**config.mk**
```make
export PLATFORM = sky130hd
export DESIGN_NAME = dcg_ctrl
export DESIGN_NICKNAME = d
export VERILOG_FILES = /design/src/design/dcg_pkg.sv /design/src/design/dcg_ctrl.sv
export VERILOG_INCLUDE_DIRS = /design/src /design/src/design
export SDC_FILE = /design/constraint.sdc
export NUM_CORES = 1
export LEC_CHECK = 0
export ABC_AREA = 1
export BUFFER_PORTS_ARGS = -buffer_cell sky130_fd_sc_hd__buf_2
export CAP_MARGIN = 40
export CORE_ASPECT_RATIO = 1.25
export CORE_MARGIN = 4
export CORE_UTILIZATION = 47
export DETAILED_ROUTE_END_ITERATION = 16
export PLACE_DENSITY = 0.78
export SYNTH_ARGS = -nofsm -noshare
export SYNTH_HDL_FRONTEND = slang
export SYNTH_SLANG_ARGS = --single-unit
```
**constraint.sdc**
```tcl
create_clock -name clk_i -period 1.3 [get_ports clk_i]
set_clock_uncertainty 0.1 [all_clocks]
set_input_delay 0.195 -clock clk_i [delete_from_list [all_inputs] [get_ports clk_i]]
set_output_delay 0.195 -clock clk_i [all_outputs]
set_load 0.05 [all_outputs]
```
**src/design/assert_macros.svh**
```systemverilog
// Assertion macros for the design files; only dcg_ctrl uses them.
`ifndef ASSERT_MACROS_SVH
`define ASSERT_MACROS_SVH

`ifndef ASSERT_OFF
`define DCG_ASSERT(lbl, clk, rstn, prop) \
  lbl: assert property (@(posedge clk) disable iff (!rstn) prop) \
    else $error("assertion failed");
`define DCG_ASSERT_NR(lbl, clk, prop) \
  lbl: assert property (@(posedge clk) prop) \
    else $error("assertion failed");
`else
`define DCG_ASSERT(lbl, clk, rstn, prop)
`define DCG_ASSERT_NR(lbl, clk, prop)
`endif

`endif

```
**src/design/dcg_pkg.sv**
```systemverilog
package dcg_pkg;

  localparam int unsigned DIM_W      = 9;
  localparam int unsigned INV_W      = 16;
  localparam int unsigned VOXEL_IN_W = 16;
  localparam int unsigned NORM_W     = 48;
  localparam int unsigned CFG_IDX_W  = 3;
  localparam int unsigned CFG_DATA_W = 16;
  localparam int unsigned CRD_W      = 13;
  localparam int unsigned SQ_IN_W    = 27;
  localparam int unsigned SQ_W       = 54;
  localparam int unsigned ACC_W      = 56;
  localparam int unsigned A_LIMIT_SH = 25;
  localparam int unsigned B_LIMIT_SH = 27;

  localparam int unsigned NB_COUNT   = 19;
  localparam int unsigned NB_W       = 5;
  localparam int unsigned FACE_COUNT = 6;
  localparam int unsigned FACE_W     = 3;
  localparam int unsigned PHASE_W    = 3;

  localparam logic [NORM_W-1:0] NORM_MAX = '1;
  localparam logic [DIM_W-1:0]  DIM_RESET = 9'd256;
  localparam logic [INV_W-1:0]  INV_RESET = 16'd4096;

  typedef enum logic [CFG_IDX_W-1:0] {
    REG_COLUMNS = 3'd0,
    REG_ROWS    = 3'd1,
    REG_SLICES  = 3'd2,
    REG_INV_X   = 3'd3,
    REG_INV_Y   = 3'd4,
    REG_INV_Z   = 3'd5
  } cfg_reg_e;

  typedef enum logic [1:0] {
    OFF_ZERO  = 2'd0,
    OFF_MINUS = 2'd1,
    OFF_PLUS  = 2'd2
  } off_e;

  typedef struct packed {
    off_e dc;
    off_e dr;
    off_e ds;
  } nb_off_t;

  // neighbourhood slots
  localparam logic [NB_W-1:0] NB_U   = 5'd0;
  localparam logic [NB_W-1:0] NB_N   = 5'd1;
  localparam logic [NB_W-1:0] NB_S   = 5'd2;
  localparam logic [NB_W-1:0] NB_E   = 5'd3;
  localparam logic [NB_W-1:0] NB_W_  = 5'd4;
  localparam logic [NB_W-1:0] NB_NE  = 5'd5;
  localparam logic [NB_W-1:0] NB_NW  = 5'd6;
  localparam logic [NB_W-1:0] NB_SE  = 5'd7;
  localparam logic [NB_W-1:0] NB_SW  = 5'd8;
  localparam logic [NB_W-1:0] NB_TU  = 5'd9;
  localparam logic [NB_W-1:0] NB_TN  = 5'd10;
  localparam logic [NB_W-1:0] NB_TS  = 5'd11;
  localparam logic [NB_W-1:0] NB_TE  = 5'd12;
  localparam logic [NB_W-1:0] NB_TW  = 5'd13;
  localparam logic [NB_W-1:0] NB_BU  = 5'd14;
  localparam logic [NB_W-1:0] NB_BN  = 5'd15;
  localparam logic [NB_W-1:0] NB_BS  = 5'd16;
  localparam logic [NB_W-1:0] NB_BE  = 5'd17;
  localparam logic [NB_W-1:0] NB_BW  = 5'd18;
  localparam logic [NB_W-1:0] NB_LAST = 5'd18;

  localparam logic [FACE_W-1:0] FACE_EAST   = 3'd0;
  localparam logic [FACE_W-1:0] FACE_WEST   = 3'd1;
  localparam logic [FACE_W-1:0] FACE_NORTH  = 3'd2;
  localparam logic [FACE_W-1:0] FACE_SOUTH  = 3'd3;
  localparam logic [FACE_W-1:0] FACE_TOP    = 3'd4;
  localparam logic [FACE_W-1:0] FACE_BOTTOM = 3'd5;

  localparam logic [PHASE_W-1:0] PH_A   = 3'd0;
  localparam logic [PHASE_W-1:0] PH_B   = 3'd1;
  localparam logic [PHASE_W-1:0] PH_C   = 3'd2;
  localparam logic [PHASE_W-1:0] PH_SQA = 3'd3;
  localparam logic [PHASE_W-1:0] PH_SQB = 3'd4;
  localparam logic [PHASE_W-1:0] PH_SQC = 3'd5;
  localparam logic [PHASE_W-1:0] PH_ACC = 3'd6;
  localparam logic [PHASE_W-1:0] PH_OUT = 3'd7;

  typedef enum logic [5:0] {
    ST_IDLE  = 6'b000001,
    ST_WRITE = 6'b000010,
    ST_CHECK = 6'b000100,
    ST_FETCH = 6'b001000,
    ST_CALC  = 6'b010000,
    ST_OUT   = 6'b100000
  } state_e;

  typedef struct packed {
    logic              take;
    logic              write;
    logic              rd_en;
    logic [NB_W-1:0]   rd_idx;
    logic              cap_en;
    logic [NB_W-1:0]   cap_idx;
    logic              calc_en;
    logic [FACE_W-1:0] face;
    logic [PHASE_W-1:0] phase;
    logic              emit;
  } dcg_cmd_t;

  typedef struct packed {
    logic ready;
    logic last;
  } dcg_status_t;

  function automatic nb_off_t nb_offset(input logic [NB_W-1:0] idx);
    nb_off_t o;
    o = '{dc: OFF_ZERO, dr: OFF_ZERO, ds: OFF_ZERO};
    case (idx)
      NB_N:  o.dr = OFF_MINUS;
      NB_S:  o.dr = OFF_PLUS;
      NB_E:  o.dc = OFF_PLUS;
      NB_W_: o.dc = OFF_MINUS;
      NB_NE: begin o.dc = OFF_PLUS;  o.dr = OFF_MINUS; end
      NB_NW: begin o.dc = OFF_MINUS; o.dr = OFF_MINUS; end
      NB_SE: begin o.dc = OFF_PLUS;  o.dr = OFF_PLUS;  end
      NB_SW: begin o.dc = OFF_MINUS; o.dr = OFF_PLUS;  end
      NB_TU: o.ds = OFF_MINUS;
      NB_TN: begin o.ds = OFF_MINUS; o.dr = OFF_MINUS; end
      NB_TS: begin o.ds = OFF_MINUS; o.dr = OFF_PLUS;  end
      NB_TE: begin o.ds = OFF_MINUS; o.dc = OFF_PLUS;  end
      NB_TW: begin o.ds = OFF_MINUS; o.dc = OFF_MINUS; end
      NB_BU: o.ds = OFF_PLUS;
      NB_BN: begin o.ds = OFF_PLUS; o.dr = OFF_MINUS; end
      NB_BS: begin o.ds = OFF_PLUS; o.dr = OFF_PLUS;  end
      NB_BE: begin o.ds = OFF_PLUS; o.dc = OFF_PLUS;  end
      NB_BW: begin o.ds = OFF_PLUS; o.dc = OFF_MINUS; end
      default: o = '{dc: OFF_ZERO, dr: OFF_ZERO, ds: OFF_ZERO};
    endcase
    return o;
  endfunction

  // highest coordinate in use: zero acts as one, clip at the maximum
  function automatic logic [CRD_W-1:0] dim_m1(input logic [DIM_W-1:0] v,
                                              input int unsigned maxv);
    if (v == '0) return '0;
    if (32'(v) > maxv) return CRD_W'(maxv - 1);
    return CRD_W'(v) - CRD_W'(1);
  endfunction

  // neighbour coordinate held to the volume
  function automatic logic [CRD_W-1:0] step_coord(input logic [CRD_W-1:0] q,
                                                  input off_e off,
                                                  input logic [CRD_W-1:0] nm1);
    case (off)
      OFF_MINUS: return (q == '0) ? '0 : q - CRD_W'(1);
      OFF_PLUS:  return (q < nm1) ? q + CRD_W'(1) : nm1;
      default:   return q;
    endcase
  endfunction

endpackage

```
**src/design/dcg_ctrl.sv**
```systemverilog
`include "assert_macros.svh"

module dcg_ctrl import dcg_pkg::*; (
  input  logic        clk_i,
  input  logic        rst_ni,
  input  logic        in_valid_i,
  output logic        in_stall_o,
  output logic        out_valid_o,
  input  logic        out_stall_i,
  input  dcg_status_t status_i,
  output dcg_cmd_t    cmd_o
);

  state_e              state_q, state_d;
  logic [NB_W-1:0]     step_q, step_d;
  logic [FACE_W-1:0]   face_q, face_d;
  logic [PHASE_W-1:0]  phase_q, phase_d;

  always_comb begin
    state_d = state_q;
    step_d  = step_q;
    face_d  = face_q;
    phase_d = phase_q;
    cmd_o   = '0;
    cmd_o.face  = face_q;
    cmd_o.phase = phase_q;
    in_stall_o  = 1'b1;
    out_valid_o = 1'b0;
    case (state_q)
      ST_IDLE: begin
        in_stall_o = 1'b0;
        if (in_valid_i) begin
          cmd_o.take = 1'b1;
          state_d = ST_WRITE;
        end
      end
      ST_WRITE: begin
        cmd_o.write = 1'b1;
        state_d = ST_CHECK;
      end
      ST_CHECK: begin
        step_d = '0;
        state_d = status_i.ready ? ST_FETCH : ST_IDLE;
      end
      ST_FETCH: begin
        cmd_o.rd_en   = (step_q <= NB_LAST);
        cmd_o.rd_idx  = step_q;
        cmd_o.cap_en  = (step_q != '0);
        cmd_o.cap_idx = step_q - NB_W'(1);
        if (step_q == NB_LAST + NB_W'(1)) begin
          face_d  = '0;
          phase_d = '0;
          state_d = ST_CALC;
        end else begin
          step_d = step_q + NB_W'(1);
        end
      end
      ST_CALC: begin
        cmd_o.calc_en = 1'b1;
        phase_d = phase_q + PHASE_W'(1);
        if (phase_q == PH_OUT) begin
          face_d = face_q + FACE_W'(1);
          if (face_q == FACE_BOTTOM) begin
            state_d = ST_OUT;
          end
        end
      end
      ST_OUT: begin
        out_valid_o = 1'b1;
        if (!out_stall_i) begin
          cmd_o.emit = 1'b1;
          state_d = ST_IDLE;
        end
      end
      default: state_d = ST_IDLE;
    endcase
  end

  always_ff @(posedge clk_i or negedge rst_ni) begin
    if (!rst_ni) begin
      state_q <= ST_IDLE;
      step_q  <= '0;
      face_q  <= '0;
      phase_q <= '0;
    end else begin
      state_q <= state_d;
      step_q  <= step_d;
      face_q  <= face_d;
      phase_q <= phase_d;
    end
  end

  `DCG_ASSERT(a_no_take_while_result, clk_i, rst_ni, out_valid_o |-> in_stall_o)
  `DCG_ASSERT(a_result_after_calc, clk_i, rst_ni, $rose(out_valid_o) |-> $past(state_q == ST_CALC))
  `DCG_ASSERT(a_capture_after_read, clk_i, rst_ni, cmd_o.cap_en |-> $past(cmd_o.rd_en))

endmodule

```
==> impl_metrics.yaml, run 1 <==
outcome:
  status: "aborted with a tool error"
  lastStage: "global routing (5_1_grt)"
  stop_error: "[ERROR DPL-0038] Utilization greater than 100%, impossible to legalize"
clock_network:
  cts_sinks: 17
  clockBufferDepth: 2
  cts_buffers: 3
  cts_root_buf: "clkbuf_4"
  htreeDepth: 1
yosys:
  synth_area_leaders: "dfrtp_1 34%, nand2_1 9.6%, ha_1 8.5%"
  syn_inst: 152
  synth_edf_count: 0
  synth.distinct_cells: 28
  synth-compound-area-share_pct: 8.87
  yosys.area_share.adder_pct: 8.55
  yosys.area_share.simple_pct: 35.5
  syn_nets: 166
  synth_area_per_cell_um2: 7.70
  ys.flop_type: "dfrtp_1"
  synth_top_area_share_pct: 34.2
  synth_top_family_by_area: "simple AND/OR/NAND/NOR gates"
  synth_xor_xnor_area_share_pct: 2.24
  synth_area_mm2: 0.00117
  synth_warnings: 0
  ys_ff_latch: 17
  synth_mux_area_share_pct: 0
  ys_async_sr_fraction_pct: 100
  synth_top_cell_by_area: "dfrtp_1"
  seq_area_frac_synth_pct: 36.4
sta:
  crit_endpoint: "cmd_o[11]"
  worst_path_end_type: "primary output"
grt:
  grt_max_degree: 18
place:
  place_inst: 243
  io_buffers: 28
  hpwl_um: 2690
  place.gp.congestion: 0.808
floorplan:
  rows: 19
  fp.dieW_um: 52.6
  io_pins: 30
  start_util_pct: 51.3
  die_h_um: 63.8
==> kinds of logic after synthesis <==
| family | Yosys count |
|---|---|
| buf+inv | 24 |
| simple gates | 80 |
| fa+ha+maj | 8 |
| compound gates | 20 |
| xor+xnor | 3 |
| flops | 17 |
==> cells in the mapped netlist (all sizes together), types with 2 or more instances <==
| cell | number |
|---|---|
| buf | 3 |
| xnor2 | 2 |
| inv | 21 |
| nand4 | 4 |
| dfrtp | 16 |
| and3 | 2 |
| a31oi | 2 |
| a21oi | 3 |
| nand3 | 9 |
| nand2 | 33 |
| o21ai | 14 |
| ha | 8 |
| nor2 | 29 |
==> through the flow <==
stage	area [um2]	setup slack (ps)
after detailed placement	1790	-298
after floorplan	1370	-338
after CTS	2200	-524
after global placement	1790	-258
==> what timing repair did <==
item	CTS
buffers inserted	16
gates resized for setup	75
hold endpoints to repair	16
pin swaps	12
hold buffers	1
endpoints found under the setup margin	34
==> run 2, diff against run 1 <==
--- a/config.mk
+++ b/config.mk
@@ -9,11 +9,10 @@
 export ABC_AREA = 1
 export BUFFER_PORTS_ARGS = -buffer_cell sky130_fd_sc_hd__buf_2
 export CAP_MARGIN = 40
-export CORE_ASPECT_RATIO = 1.25
-export CORE_MARGIN = 4
-export CORE_UTILIZATION = 47
+export CORE_AREA = 4 4 65 67
 export DETAILED_ROUTE_END_ITERATION = 16
-export PLACE_DENSITY = 0.78
+export DIE_AREA = 0 0 69 71
+export PLACE_DENSITY_LB_ADDON = 0.15
 export SYNTH_ARGS = -nofsm -noshare
 export SYNTH_HDL_FRONTEND = slang
 export SYNTH_SLANG_ARGS = --single-unit
==> constraint.sdc (replaced) <==
create_clock -name clk_i -period 1.7 [get_ports clk_i]
set_clock_uncertainty 0.1 [all_clocks]
set_input_delay 0.255 -clock clk_i [delete_from_list [all_inputs] [get_ports clk_i]]
set_output_delay 0.255 -clock clk_i [all_outputs]
set_load 0.05 [all_outputs]
==> impl_metrics.yaml, run 2 <==
worst_hold_path:
  min_from: "status_i[1]"
  hold_end: "state_q[3]"
  whs_path_depth: 3
  worstHoldPathType: "in -> reg"
yosys:
  synth_commonest_cells: "30 x nand2_1, 22 x nor2_1, 19 x inv_1"
  synth_area_mm2: 0.00117
  synth_top_cell_by_area: "dfrtp_1"
  ys_async_sr_fraction_pct: 100
  synth.most_common_cell: "nand2_1"
  synth_edf_count: 0
  ys.flop_type: "dfrtp_1"
  syn_inst: 152
  synth_top_area_share_pct: 34.2
  synth.distinct_cells: 28
  synth_warnings: 0
  syn_nets: 166
  synth_area_leaders: "dfrtp_1 34%, nand2_1 9.6%, ha_1 8.5%"
  seq_area_frac_synth_pct: 36.4
  ys_ff_latch: 17
  synth_area_per_cell_um2: 7.70
sta:
  rsz0062_at_grt: "true"
  tightest_slew_ps: 384
  layout_min_cycle_time_ps: 1840
  period_share_pct: 108
  slew_violations: 0
  setup_ws_ps: -138
  setup_viol_count_final: 16
  fmax_mhz: 544
  relSlewSlack_pct: 74.4
  hold_violations: 0
detailed_routing:
  post_drt_wl_per_cell_um: 11.8
  vias: 1215
  routed_wl_um: 3120
  drc_errors: 0
  drt-pass1-iter-count: 4
  drt_iter0_markers: 40
  drtAntennaViolNets: 0
  vias_per_cell: 4.60
cells_and_area:
  fin_cells: 264
  largest_register_ffs: 6
  diodes: 0
  nNetsFinal: 231
  final_cell_mix: "27 x nand2_1, 27 x buf_4, 19 x buf_6, 14 x inv_1, 14 x dfrtp_1"
  fin_util_pct: 57.4
  area_delta_synth_final_pct: 78.0
  reg_top3: "state_q x6, step_q x5"
  drive_gt1_share_pct: 55.1
  regMostFlops: "state_q"
outcome:
  violations: "negative setup slack"
  status: "complete, but fails checks"
setup_path:
  slowest_stage: "dfrtp_1"
  r2r-start: "state_q[4]"
  cp-start-kind: "register"
  crit_chain: "nor2_4 -> nand3_4 -> buf_12 -> a31oi_4 -> buf_6"
  ff2ff_path_depth: 8
  end_kind: "primary output"
  path_buf_inv: 2
  path_delay_family: "flip-flops"
  path_class: "reg -> out"
  reg2reg_to: "step_q[2]"
  critPathRequiredTime_ps: 1340
  arrival_ps: 1480
  reg2reg_slack_ps: -20
  crit_fanout: 6
  slowest_delay_ps: 410
clock_network:
  clockBufferDepth: 2
  cts_sinks: 17
  clk_pin_slew_ps: 70
  clkLatencyLatePin_ps: 260
  cts_tree: "built"
  cts_root_buf: "clkbuf_8"
  htreeDepth: 1
  cts_buffers: 3
place:
  io_buffers: 28
  place_inst: 247
  hpwl_um: 2270
  place.gp.congestion: 0.773
grt:
  grt_max_degree: 18
  grt_pass1_vias: 1229
  antenna_found_initial: 0
  grt_pass1_wl_um: 5370
  grtUsageTotal_pct: 13.0
  grt_overflow: 0
floorplan:
  core_area_mm2: 0.00363
  die-area_mm2: 0.00490
  die_h_um: 71
  io_pins: 30
  rows: 22
  fp.dieW_um: 69
  start_util_pct: 32.2
power:
  total_power_mw: 1.91
  p_per_area_mw_per_mm2: 916
  power_leakage_nw: 0.984
  peakVddDrop_v: 0.000507
flow_run:
  drv_cap: 0
## run 2: cell counts after synthesis
No cell type changed its count.
## run 2: report_power, final
part	switching [mW]	total [mW]	internal [mW]
Combinational	0.628	1.08	0.449
Sequential	0.0601	0.528	0.468
Clock	0.142	0.305	0.163
Total	0.831	1.91	1.08
## run 2: how the worst max path moves through the flow
| stage | cells after the start | end | slack, ps | start |
|---|---|---|---|---|
| 5_1_grt | 5 | cmd_o[13] | -180 | state_q[4] |
| 6_report | 5 | cmd_o[13] | -140 | state_q[4] |
| 4_1_cts | 5 | cmd_o[13] | -120 | state_q[4] |
| 3_5_place_dp | 5 | cmd_o[12] | 40 | step_q[2] |
| 2_1_floorplan | 4 | cmd_o[11] | -100 | state_q[5] |
| 3_3_place_gp | 5 | cmd_o[12] | 20 | step_q[2] |
## run 2: layout make-up
type                            instances  area, um2
Sequential cell                        17        429
Clock inverter                          1       5.00
Timing Repair Buffer                   63        589
Fill cell                             348       1550
Clock buffer                            3       41.3
Multi-Input combinational cell        111        878
Inverter                               21       81.3
Tap cell                               48       60.1
## run 2: worst register-to-register path, cell delays in order (launching register included)
cell     delay (ps)
dfrtp_1         410
nor2_4          170
buf_4           140
buf_4           100
buf_4           110
nand4_1         210
buf_4           230
o21ai_0          70
a21oi_1          60
## run 2: kinds of logic after synthesis
| kind of cell | Yosys count | synth area share (%) |
|---|---|---|
| AND/OR/NAND/NOR | 80 | 35.5 |
| buffers and inverters | 24 | 8.44 |
| AO/OA/AOI/OAI | 20 | 8.87 |
| flip-flops | 17 | 36.4 |
| adder cells (fa/ha/maj) | 8 | 8.55 |
| XOR/XNOR | 3 | 2.24 |
## run 2: what timing repair did
action	4_1_cts	5_1_grt
gates resized for setup	64	22
gates cloned	1	0
setup buffers	7	4
pin swaps	8	9
endpoints found under the hold margin	16	0
hold buffers	1	0
endpoints found under the setup margin	17	30
## run 2: per-layer routing
layer,global-route usage [%],vias to the layer above,share of wire [%]
met5,0,-,0
met4,1.95,0,0.38
met3,3.27,2,3.8
met2,23.3,16,52
met1,16.1,574,44
li1,-,623,-
## run 2: metrics by stage
stage	worst slack, ps	hold slack, ps	area (um2)	setup TNS, ps
global placement	20.9	109	1620	0
CTS	-121	188	1970	-1400
floorplan	-95.9	-141	1250	-470
finish	-138	193	2080	-1040
global route	-183	204	2080	-2480
detailed placement	36.9	106	1620	0
Note: power is estimated with default switching activity, not from simulation.
==> run 3, diff against run 2 <==
--- a/config.mk
+++ b/config.mk
@@ -7,12 +7,13 @@
 export NUM_CORES = 1
 export LEC_CHECK = 0
 export ABC_AREA = 1
-export BUFFER_PORTS_ARGS = -buffer_cell sky130_fd_sc_hd__buf_2
 export CAP_MARGIN = 40
 export CORE_AREA = 4 4 65 67
 export DETAILED_ROUTE_END_ITERATION = 16
 export DIE_AREA = 0 0 69 71
+export DONT_BUFFER_PORTS = 1
 export PLACE_DENSITY_LB_ADDON = 0.15
+export SKIP_LAST_GASP = 1
 export SYNTH_ARGS = -nofsm -noshare
 export SYNTH_HDL_FRONTEND = slang
 export SYNTH_SLANG_ARGS = --single-unit
==> impl_metrics.yaml, run 3 (synthesized netlist as in run 2, its figures left out) <==
outcome:
  status: "complete, but fails checks"
  violations: "negative setup slack"
worst_hold_path:
  min_from: "status_i[1]"
  whs_path_depth: 2
  hold_end: "state_q[3]"
  worstHoldPathType: "in -> reg"
setup_path:
  crit_fanout: 4
  path_class: "reg -> out"
  arrival_ps: 1460
  critPathRequiredTime_ps: 1340
  reg2reg_to: "face_q[1]"
  reg2reg_slack_ps: 70
  r2r-start: "state_q[2]"
  critPathLaunch: "step_q[0]"
  ff2ff_path_depth: 10
  cp-start-kind: "register"
  end_kind: "primary output"
cells_and_area:
  area_delta_synth_final_pct: 73.6
  largest_register_ffs: 6
  final_cell_mix: "29 x buf_4, 28 x nand2_1, 18 x buf_6, 15 x dfrtp_1"
  fin_util_pct: 56.0
  multi_input_area_um2: 832
  diodes: 0
  register_area_um2: 428
  nNetsFinal: 224
  drive_gt1_share_pct: 53.1
  reg_top3: "state_q x6, step_q x5"
  design_area_mm2: 0.00203
  regMostFlops: "state_q"
  n_fill_cell: 340
  layout_commonest_cell: "buf_4"
sta:
  whs_ps: 88.0
  relSlewSlack_pct: 45.5
  hold_violations: 0
  rsz0062_at_grt: "true"
  tightest_slew_ps: 815
  layout_min_cycle_time_ps: 1810
  setup_ws_ps: -110
  setup_viol_count_final: 14
  fmax_mhz: 552
  slew_violations: 0
  period_share_pct: 106
detailed_routing:
  drt_iter0_markers: 39
  post_drt_wl_per_cell_um: 12.9
  drt-pass1-iter-count: 4
  vias: 1187
  vias_per_cell: 4.62
  drtAntennaViolNets: 0
  routed_wl_um: 3310
  drc_errors: 0
grt:
  grt_max_degree: 18
  grt_overflow: 0
  grt_pass1_vias: 1210
  grt_pass1_wl_um: 5540
  antenna_found_initial: 0
  grtUsageTotal_pct: 13.5
power:
  p_per_area_mw_per_mm2: 935
  swShare_pct: 44.0
  comb_power_share_pct: 56.0
  p_switching_mw: 0.837
  power_leakage_nw: 0.952
  seqPwrFrac_pct: 27.3
  p_clk_share_pct: 16.6
  internal_power_mw: 1.06
  peakVddDrop_v: 0.000890
  total_power_mw: 1.90
clock_network:
  htreeDepth: 1
  cts_buffers: 3
  cts_tree: "built"
  clk_pin_slew_ps: 70
  clkLatencyLatePin_ps: 260
  clockBufferDepth: 2
  cts_root_buf: "clkbuf_8"
  cts_sinks: 17
flow_run:
  drv_cap: 0
floorplan:
  start_util_pct: 32.2
  die-area_mm2: 0.00490
  fp.dieW_um: 69
  io_pins: 30
  die_h_um: 71
  rows: 22
  core_area_mm2: 0.00363
place:
  io_buffers: 0
  hpwl_um: 2390
  place.gp.congestion: 0.842
  place_area_mm2: 0.00167
-- run 3: cell types whose count changed in the layout (fill, tap and decap cells not counted), sizes merged --
cell,previous run,this run
buf,62,55
clkinvlp,0,1
clkinv,1,0
-- run 3: how the worst max path moves through the flow --
stage	slack [ps]	cells after the start	end
2_1_floorplan	-100	4	cmd_o[11]
3_3_place_gp	80	6	cmd_o[19]
3_5_place_dp	30	6	cmd_o[12]
4_1_cts	-110	5	cmd_o[13]
5_1_grt	-170	6	cmd_o[19]
6_report	-110	6	cmd_o[19]
-- run 3: worst max-delay path, stage by stage (launching register included) --
cell and delay [ps]:
dfrtp_1 400, inv_2 100, buf_6 120, ha_1 140, o21ai_1 80, a21oi_2 200
buf_12 160
-- run 3: layout make-up --
class                      count  area share (%)
inverter                      21            4.12
tap                           48            2.95
clock inverter                 1           0.369
sequential                    17            21.0
multi-input combinational    111            40.9
clock buffer                   3            2.03
timing repair buffer          56            28.6
-- run 3: power groups by stage --
stage | logic, mW | clock network, mW | registers, mW
2_1_floorplan | 0.554 | 0 | 0.575
3_3_place_gp | 0.869 | 0 | 0.520
3_5_place_dp | 0.876 | 0 | 0.523
4_1_cts | 1.01 | 0.327 | 0.516
5_1_grt | 1.14 | 0.342 | 0.528
6_report | 1.07 | 0.316 | 0.520
-- run 3: timing repair --
action	4_1_cts	5_1_grt
endpoints found under the setup margin	17	28
setup buffers	9	5
pin swaps	8	9
endpoints found under the hold margin	17	0
resized for setup	35	20
hold buffers	1	0
-- run 3: routing by layer --
layer  part of all wire [%]  global-route usage, %  vias up
met5                      0                      0        -
met4                   0.51                   2.60        0
met3                    3.7                   3.69        2
met2                     51                   23.0       20
met1                     44                   17.3      568
li1                       -                      -      597
-- run 3: per-stage QoR --
step	setup WS (ps)	cells	setup TNS (ps)
2_1_floorplan	-95.9	152	-470
3_3_place_gp	80.3	238	0
3_5_place_dp	25.7	238	0
4_1_cts	-109	252	-895
5_1_grt	-171	257	-1820
6_report	-110	257	-822
==> run 4, diff against run 3 <==
--- a/config.mk
+++ b/config.mk
@@ -8,6 +8,8 @@
 export LEC_CHECK = 0
 export ABC_AREA = 1
 export CAP_MARGIN = 40
+export CELL_PAD_IN_SITES_DETAIL_PLACEMENT = 0
+export CELL_PAD_IN_SITES_GLOBAL_PLACEMENT = 1
 export CORE_AREA = 4 4 65 67
 export DETAILED_ROUTE_END_ITERATION = 16
 export DIE_AREA = 0 0 69 71
==> impl_metrics.yaml, run 4 (synthesized netlist as in run 2, its figures left out) <==
clock_network:
  cts_buffers: 3
  clockBufferDepth: 2
  htreeDepth: 1
  clkLatencyLatePin_ps: 250
  cts_root_buf: "clkbuf_8"
  clk_pin_slew_ps: 70
  cts_tree: "built"
  cts_sinks: 17
power:
  p_per_area_mw_per_mm2: 899
  power_leakage_nw: 0.968
  peakVddDrop_v: 0.000557
sta:
  hold_violations: 0
  fmax_mhz: 553
  rsz0062_at_grt: "true"
  layout_min_cycle_time_ps: 1810
  setup_viol_count_final: 17
  setup_tns_ps: -974
  period_share_pct: 106
  setup_ws_ps: -110
  slew_violations: 0
  tightest_slew_ps: 823
  relSlewSlack_pct: 44.9
grt:
  grt_overflow: 0
  grt_max_degree: 18
  grt_pass1_wl_um: 5710
  grtUsageTotal_pct: 14.2
  grt_pass1_vias: 1220
  antenna_found_initial: 0
cells_and_area:
  diodes: 0
  regMostFlops: "state_q"
  nNetsFinal: 225
  n_fill_cell: 345
  largest_register_ffs: 6
  layout_commonest_cell: "buf_4"
  design_area_mm2: 0.00209
  final_cell_mix: "30 x buf_4, 27 x nand2_1, 17 x buf_6, 16 x dfrtp_1"
  reg_top3: "state_q x6, step_q x5"
  drive_gt1_share_pct: 55.2
  area_delta_synth_final_pct: 78.1
worst_hold_path:
  worstHoldPathType: "in -> reg"
floorplan:
  core_area_mm2: 0.00363
  io_pins: 30
  fp.dieW_um: 69
  die_h_um: 71
  start_util_pct: 32.2
  rows: 22
  die-area_mm2: 0.00490
setup_path:
  crit_chain: "nor2_4 -> nand3_4 -> buf_6 -> a31oi_4 -> buf_12"
  end_kind: "primary output"
  crit_fanout: 6
  arrival_ps: 1450
  slowest_delay_ps: 410
  path_buf_inv: 2
  path_delay_family: "flip-flops"
  slowest_stage: "dfrtp_1"
  reg2reg_slack_ps: 60
  r2r-start: "state_q[2]"
  ff2ff_path_depth: 10
  critPathRequiredTime_ps: 1340
  crit_end: "cmd_o[13]"
  path_class: "reg -> out"
  reg2reg_to: "face_q[1]"
  cp-start-kind: "register"
  cp.depth: 5
  critPathLaunch: "state_q[5]"
flow_run:
  drv_cap: 0
place:
  io_buffers: 0
  place_area_mm2: 0.00167
  place.gp.congestion: 0.788
  hpwl_um: 2390
detailed_routing:
  drtAntennaViolNets: 0
  post_drt_wl_per_cell_um: 12.8
  routed_wl_um: 3290
  drt-pass1-iter-count: 4
  drc_errors: 0
  drt_iter0_markers: 55
  vias: 1180
  vias_per_cell: 4.57
outcome:
  violations: "negative setup slack"
  status: "complete, but fails checks"
-- run 4: cell count changes in the layout (fill, tap and decap cells not counted), sizes merged --
cell | before | now
buf | 55 | 56
clkinv | 0 | 1
clkinvlp | 1 | 0
-- run 4: how the worst min path moves through the flow --
stage                 endpoint   startpoint  cells past startpoint
floorplan            face_q[0]       rst_ni                      0
global placement    state_q[2]       rst_ni                      0
detailed placement  state_q[2]       rst_ni                      0
CTS                 state_q[3]  status_i[1]                      2
global route        state_q[3]  status_i[1]                      2
finish              state_q[3]  status_i[1]                      2
-- run 4: layout make-up --
cell class              count  area, um2  area share (%)
inverters                  21       86.3            4.14
well taps                  48       60.1            2.88
multi-input cells         111        880            42.2
flip-flops and latches     17        427            20.5
repair buffers             57        587            28.1
clock inverters             1       5.00           0.240
clock buffers               3       41.3            1.98
-- run 4: layer usage --
layer  vias to the layer above  global-route usage (%)  share of wire, %
met5                         -                       0                 0
met4                         0                    5.21               1.0
met3                         2                    2.70               3.7
met2                        21                    24.6                52
met1                       554                    17.4                43
li1                        603                       -                 -
-- run 4: worst register-to-register path, delay by kind of cell (launching register included) --
kind                   cells  cell delay [ps]
and+or+nand+nor            6              550
buffers and inverters      3              430
DFF                        1              420
AOI/OAI and AO/OA          1               70
-- run 4: timing repair --
action,4_1_cts,5_1_grt
setup endpoints to repair,18,29
pin swaps,8,12
gates resized for setup,42,29
hold buffers,1,0
setup buffers,8,5
hold endpoints to repair,17,0
-- run 4: report_power, final --
group,leakage [nW],switching (mW),internal (mW),total [mW]
registers,0.232,0.0522,0.466,0.519
clock network,0.0255,0.137,0.162,0.300
logic,0.710,0.635,0.423,1.06
total,0.968,0.825,1.05,1.88
-- run 4: stage by stage --
step	power (mW)	cells	hold WS, ps	setup WS (ps)	utilization, %
after CTS	1.82	253	82.0	-85.2	53.2
after floorplan	1.13	152	-141	-95.9	-
final	1.88	258	86.3	-110	57.4
after global placement	1.39	240	-140	77.3	46.0
after detailed placement	1.40	240	-140	40.9	46.0
after global routing	2.01	258	113	-183	57.4
